File: src/design/gpioirq_pkg.sv
// gpioirq_pkg: codes and field widths shared by the gpio edge-interrupt block
// and its port checker
// no dependencies
package gpioirq_pkg;

    // default pin count
    localparam int PIN_COUNT_DEF = 16;

    // pins covered by the configuration registers and by all_levels
    localparam int CFG_PINS = 16;

    // field widths
    localparam int REQ_W    = 2;
    localparam int PIDX_W   = 8;
    localparam int STATUS_W = 2;
    localparam int LEVELS_W = 16;
    localparam int IRQPIN_W = 4;
    localparam int CFG_W    = 32;
    localparam int CIDX_W   = 1;

    // packed port widths
    localparam int S_DATA_W = 16;
    localparam int M_DATA_W = 32;

    // request kinds
    typedef enum logic [REQ_W-1:0] {
        REQ_READ     = 2'd0,
        REQ_WRITE    = 2'd1,
        REQ_TOGGLE   = 2'd2,
        REQ_READ_ALL = 2'd3
    } req_t;

    // result status codes
    localparam logic [STATUS_W-1:0] ST_OK         = 2'd0;
    localparam logic [STATUS_W-1:0] ST_BAD_PIN    = 2'd1;
    localparam logic [STATUS_W-1:0] ST_NOT_OUTPUT = 2'd2;

    // edge modes
    localparam logic [1:0] EDGE_NONE    = 2'd0;
    localparam logic [1:0] EDGE_RISING  = 2'd1;
    localparam logic [1:0] EDGE_FALLING = 2'd2;
    localparam logic [1:0] EDGE_BOTH    = 2'd3;

    // irq edge kinds
    localparam logic IRQ_RISE = 1'b0;
    localparam logic IRQ_FALL = 1'b1;

    // configuration register indexes
    localparam logic [CIDX_W-1:0] REG_DIRECTION = 1'b0;
    localparam logic [CIDX_W-1:0] REG_EDGE      = 1'b1;

    // one result item
    typedef struct packed {
        logic [IRQPIN_W-1:0] irq_pin;
        logic                irq_edge;
        logic                irq_fire;
        logic [LEVELS_W-1:0] all_levels;
        logic                read_level;
        logic [STATUS_W-1:0] status;
    } result_t;

endpackage

File: src/design/gpio_pin_controller_edge_irq.sv
// gpio_pin_controller_edge_irq: gpio pin controller with per-pin edge interrupts
// depends on gpioirq_pkg
//
//  channel   dir  handshake              payload
//  s_*       in   s_tvalid / s_tready    tuser: req_type; tdata: pin_index, write_level
//  m_*       out  m_tvalid / m_tready    tdata: status .. irq_pin (one result per item)
//  cfg_*     in   cfg_we                 cfg_index, cfg_data (no read-back)
//
// each request is decoded against the level
// register in one combinational pass and lands in the result register,
// while the level register updates at the same edge
// an item is accepted each cycle while the result register is empty or being taken
// when m_tready is low with a result held, s_tready drops until it is taken
// rst_n clears pin levels, direction and edge modes and empties the result register
module gpio_pin_controller_edge_irq #(
    parameter int PIN_COUNT = gpioirq_pkg::PIN_COUNT_DEF
) (
    input  logic                                clk,
    input  logic                                rst_n,
    // request items
    input  logic                                s_tvalid,
    output logic                                s_tready,
    // [1:0] req_type
    input  logic [gpioirq_pkg::REQ_W-1:0]       s_tuser,
    // [7:0] pin_index, [8] write_level, [15:9] zero
    input  logic [gpioirq_pkg::S_DATA_W-1:0]    s_tdata,
    // result items
    output logic                                m_tvalid,
    input  logic                                m_tready,
    // [1:0] status, [2] read_level, [18:3] all_levels, [19] irq_fire,
    // [20] irq_edge, [24:21] irq_pin, [31:25] zero
    output logic [gpioirq_pkg::M_DATA_W-1:0]    m_tdata,
    // configuration writes
    input  logic                                cfg_we,
    input  logic [gpioirq_pkg::CIDX_W-1:0]      cfg_index,
    input  logic [gpioirq_pkg::CFG_W-1:0]       cfg_data
);
    import gpioirq_pkg::*;

    // pin select width, kept at least one bit for a single-pin build
    localparam int PIN_W = (PIN_COUNT > 1) ? $clog2(PIN_COUNT) : 1;

    // state
    logic [PIN_COUNT-1:0] levels_reg, levels_next;
    logic [CFG_PINS-1:0]  dir_reg;
    logic [CFG_W-1:0]     edge_reg;
    logic                 out_valid_reg;
    result_t              out_reg, out_next;

    // config extended to every pin: pins beyond the registers are inputs, mode none
    logic [PIN_COUNT-1:0] dir_ext;
    logic [1:0]           mode_ext [PIN_COUNT];
    logic [LEVELS_W-1:0]  levels16;

    genvar gi;
    generate
        for (gi = 0; gi < PIN_COUNT; gi++) begin : g_pin
            if (gi < CFG_PINS) begin : g_cfg
                assign dir_ext[gi]  = dir_reg[gi];
                assign mode_ext[gi] = edge_reg[2*gi+1 -: 2];
            end else begin : g_nocfg
                assign dir_ext[gi]  = 1'b0;
                assign mode_ext[gi] = EDGE_NONE;
            end
        end
        for (gi = 0; gi < LEVELS_W; gi++) begin : g_lev
            if (gi < PIN_COUNT) begin : g_have
                assign levels16[gi] = levels_reg[gi];
            end else begin : g_none
                assign levels16[gi] = 1'b0;
            end
        end
    endgenerate

    // request fields
    req_t              req;
    logic [PIDX_W-1:0] pin_index;
    logic              write_level;
    logic              accept;

    assign req         = req_t'(s_tuser);
    assign pin_index   = s_tdata[PIDX_W-1:0];
    assign write_level = s_tdata[PIDX_W];

    assign s_tready = !out_valid_reg || m_tready;
    assign accept   = s_tvalid && s_tready;

    // decode of the addressed pin
    logic             pin_ok;
    logic [PIN_W-1:0] sel;
    logic             cur_level;
    logic             is_out;
    logic [1:0]       mode;
    logic             new_level;

    assign pin_ok    = 32'(pin_index) < 32'(PIN_COUNT);
    assign sel       = pin_index[PIN_W-1:0];
    assign cur_level = pin_ok ? levels_reg[sel] : 1'b0;
    assign is_out    = pin_ok ? dir_ext[sel] : 1'b0;
    assign mode      = pin_ok ? mode_ext[sel] : EDGE_NONE;
    assign new_level = !cur_level;

    always_comb
    begin
        levels_next = levels_reg;
        out_next    = '0;
        case (req)
            REQ_READ_ALL:
            begin
                out_next.all_levels = levels16;
            end
            REQ_READ:
            begin
                if (!pin_ok)
                    out_next.status = ST_BAD_PIN;
                else
                    out_next.read_level = cur_level;
            end
            REQ_WRITE:
            begin
                if (!pin_ok)
                    out_next.status = ST_BAD_PIN;
                else if (!is_out)
                    out_next.status = ST_NOT_OUTPUT;
                else
                    levels_next[sel] = write_level;
            end
            REQ_TOGGLE:
            begin
                if (!pin_ok)
                    out_next.status = ST_BAD_PIN;
                else if (is_out)
                    // toggles on outputs are ignored, level reported
                    out_next.read_level = cur_level;
                else
                begin
                    levels_next[sel]    = new_level;
                    out_next.read_level = new_level;
                    if (mode == EDGE_BOTH || (mode == EDGE_RISING && new_level)
                        || (mode == EDGE_FALLING && !new_level))
                    begin
                        out_next.irq_fire = 1'b1;
                        out_next.irq_edge = new_level ? IRQ_RISE : IRQ_FALL;
                        out_next.irq_pin  = pin_index[IRQPIN_W-1:0];
                    end
                end
            end
            default:
            begin
                out_next = '0;
            end
        endcase
    end

    // control and state registers
    always_ff @(posedge clk or negedge rst_n)
    begin
        if (!rst_n)
        begin
            levels_reg    <= '0;
            dir_reg       <= '0;
            edge_reg      <= '0;
            out_valid_reg <= 1'b0;
        end
        else
        begin
            if (cfg_we)
            begin
                case (cfg_index)
                    REG_DIRECTION: dir_reg  <= cfg_data[CFG_PINS-1:0];
                    REG_EDGE:      edge_reg <= cfg_data;
                    default:       ;
                endcase
            end
            if (accept)
            begin
                levels_reg    <= levels_next;
                out_valid_reg <= 1'b1;
            end
            else if (m_tready)
            begin
                out_valid_reg <= 1'b0;
            end
        end
    end

    // result payload, no reset needed
    always_ff @(posedge clk)
    begin
        if (accept)
            out_reg <= out_next;
    end

    assign m_tvalid = out_valid_reg;
    assign m_tdata  = {(M_DATA_W - $bits(result_t))'(0), out_reg};

endmodule

File: config.mk
export PLATFORM = sky130hd
export DESIGN_NAME = gpio_pin_controller_edge_irq
export DESIGN_NICKNAME = d
export VERILOG_FILES = /design/src/design/gpioirq_pkg.sv /design/src/design/gpio_pin_controller_edge_irq.sv
export SDC_FILE = /design/constraint.sdc
export NUM_CORES = 1
export LEC_CHECK = 0
export BUFFER_PORTS_ARGS = -buffer_cell sky130_fd_sc_hd__buf_2
export CORE_UTILIZATION = 55
export DETAILED_ROUTE_END_ITERATION = 7
export PLACE_DENSITY = 0.78
export SYNTH_ARGS = -nofsm -noshare
export SYNTH_HDL_FRONTEND = slang
export SYNTH_SLANG_ARGS = --single-unit
File: constraint.sdc
create_clock -name clk -period 2.9 [get_ports clk]
set_input_delay 0.29 -clock clk [delete_from_list [all_inputs] [get_ports clk]]
set_output_delay 0.29 -clock clk [all_outputs]
set_load 0.02 [all_outputs]
==> impl_results.md <==
- Post-CTS sizing: 0
- Vias per inst: 5.54
- Layout Skew: 0.00915 ns
- Worst path slowest cell: mux4_2
- Clk Latency, worst-skew pair: 0.35 ns
- Fillers: 622
- Post-CTS setup buffers: 0
- Max-slew violations: 0
- Antenna viol nets, final: 0
- Largest net degree at the start of global routing: 49
- Nets: 433
- Diodes inserted: 0
- DR vias: 2659
- Distinct cells, synth: 46
- First-pass GRT wire length: 12900 µm
- CTS Buf Count: 9
- Post-synthesis instance total: 296
- GR Util All Layers: 0.201
- Aggregate global routing overflow: 0
- Placeable Area: 7730 µm²
- Psw: 774 µW
- Mapped cell area: 4420 µm²
- CTS Buffer Depth: 2
- TritonCTS Sinks: 90
- Top cells by area, synth: dfrtp_1, edfxtp_1, mux2_2
- Most frequent cells in the layout: buf_2, dfrtp_1, mux2_2, edfxtp_1, and2_1
- Yosys top cell area share: 0.368
- Synth Warn #: 0
- HP Class: primary input to flip-flop
- Area leader, netlist: dfrtp_1
- Clock power frac: 0.271
- Die Span Y: 91.6 µm
- CTS tree: built
- Req. time, crit path: 3.14 ns
- Setup TNS: 0 ns
- Drt wl/cell: 16.1 µm
- Min cycle time layout: 2.35 ns
- Final worst-path cycle share: 0.809
- Root Driver: clkbuf_8
- Worst-path clk slew: 0.09 ns
- Peak supply drop: 0.000286 V
- Num rows: 32
- Sw frac: 0.270
- Total routed wirelength: 7720 µm
- Worst path cell trace: mux4_2 > mux2i_2 > mux2i_1 > o311a_4 > nor4b_1 > mux2_2
- Die width: 91.6 µm
- CP Capture Type: flip-flop
- Flop pwr share: 0.543
- CTS H-tree depth: 3
- Initial antenna violation count: 0
- Post-synthesis sequential area ratio: 0.538
- Max incr delay on CP: 0.48 ns
- Worst slew pin tran: 0.595 ns
- PnR worst setup slack: 0.554 ns
- Critical path class: flip-flop to flip-flop
- Pwr Density: 566 nW/µm²
- Initial drt markers: 130
- Fin. Hold Viols: 0
- RSZ-0062 raised after global routing: false
- Number of global-route vias before repair: 2696
- Status: finished clean
- Place WS: 0.171 ns
- Drt pass-1 iters: 4
- Initial Utilization: 0.572
- Register bit total from synthesis: 90
- Area Overhead vs Synth: 14.3%
- HPWL after DPL: 5530 µm
- Final Wtd Congestion: 0.771
- Fmax: 426 MHz
- Arr. time, crit path: 2.59 ns
- Int Pwr: 2.09 mW
- Slew margin rel.: 0.604
- Die Area: 8390 µm²
- Layout cells sized above 1: 0.489
- Setup-failing EPs final: 0
- Critical Path Start Type: flip-flop
- Avg Synthesized Cell Area: 14.9 µm²
- Drt drc: 0
- # IOs: 90
- Logic pwr share: 0.186
- Critical Path Fanout Max: 16
- Max capacitance violation total: 0
- Port buffer count: 75
- Post-CTS Hold Fix Bufs: 1
- Flip-flop count of the largest register after layout: 32
- Commonest non-fill, non-tap cell in the layout: buf_2
- P_leak: 2.17 nW
==> worst max-delay path: cells and delay by family, from the launching register on <==
kind	cells	cell delay [ns]
AO/OA/AOI/OAI	1	0.22
AND/OR/NAND/NOR	1	0.42
multiplexers	4	1.21
flip-flops	1	0.39
==> power groups by stage <==
stage,Combinational (mW),Sequential (mW),Clock (mW)
floorplan,0.386,1.58,0
global placement,0.519,1.57,0
detailed placement,0.537,1.58,0
CTS,0.539,1.55,0.788
global route,0.581,1.57,0.847
finish,0.533,1.55,0.774
==> through the flow <==
stage	instances	util	hold WS [ns]	area, µm²	total power, mW
2_1_floorplan	302	-	-0.00559	4440	1.96
3_3_place_gp	463	0.629	0.250	4860	2.09
3_5_place_dp	463	0.629	0.256	4860	2.12
4_1_cts	480	0.653	0.155	5050	2.88
5_1_grt	480	0.653	0.150	5050	3.00
6_report	480	0.653	0.160	5050	2.86
==> metal layers <==
metal | up-vias | share of wire | track usage | wire (µm)
li1 | 1236 | - | - | -
met3 | 9 | 0.031 | 0.0423 | 237
met2 | 62 | 0.52 | 0.341 | 4010
met1 | 1352 | 0.44 | 0.265 | 3390
met5 | - | 0 | 0 | 0
met4 | 0 | 0.011 | 0.0489 | 88
==> worst paths after layout <==
path	start	end	slack, ns	cells past startpoint
setup / recovery	dir_ext[9]	levels16[6]	0.55	6
hold / removal	s_tvalid	m_tvalid	0.16	2
min in group asynchronous	rst_n	levels16[3]	0.41	2
hold reg to reg	dir_ext[11]	dir_ext[11]	0.51	1
setup reg to reg	dir_ext[9]	levels16[6]	0.55	6
max in group asynchronous	rst_n	dir_ext[9]	1.53	3
==> kinds of logic after synthesis <==
logic type | after synthesis | share of synthesized area
other cells | 1 | 0.000849
flops | 90 | 0.538
fa+ha+maj | 4 | 0.0113
mux | 88 | 0.261
xor+xnor | 1 | 0.00198
simple gates | 73 | 0.122
buf+inv | 27 | 0.0382
compound gates | 12 | 0.0261
==> cell type report <==
class	instances	area, µm²	area share
Sequential cell	90	2380	0.471
Multi-Input combinational cell	185	1890	0.375
Timing Repair Buffer	85	465	0.0922
Clock buffer	10	138	0.0273
Tap cell	102	128	0.0253
Clock inverter	6	40.0	0.00793
Inverter	2	7.51	0.00149
==> cell usage after synthesis, drive strengths merged <==
library cell  number
a22o               2
or4                1
a22oi              1
ha                 4
buf               19
nand2b             2
and4b              1
nand3              2
inv                2
nor2b              5
edfxtp            25
mux2              65
or2                2
or3b               1
a31o               1
nor3               5
conb               1
nor4               5
o311a              1
clkbuf             6
a31oi              1
and2              21
mux4              15
or3                1
xnor2              1
o21ai              4
dfrtp             65
nand4              3
nor4b              9
nor3b              2
and3               3
nand3b             1
nand2              4
nor2               5
mux2i              8
o31ai              2
(Power assumes the default switching activity.)
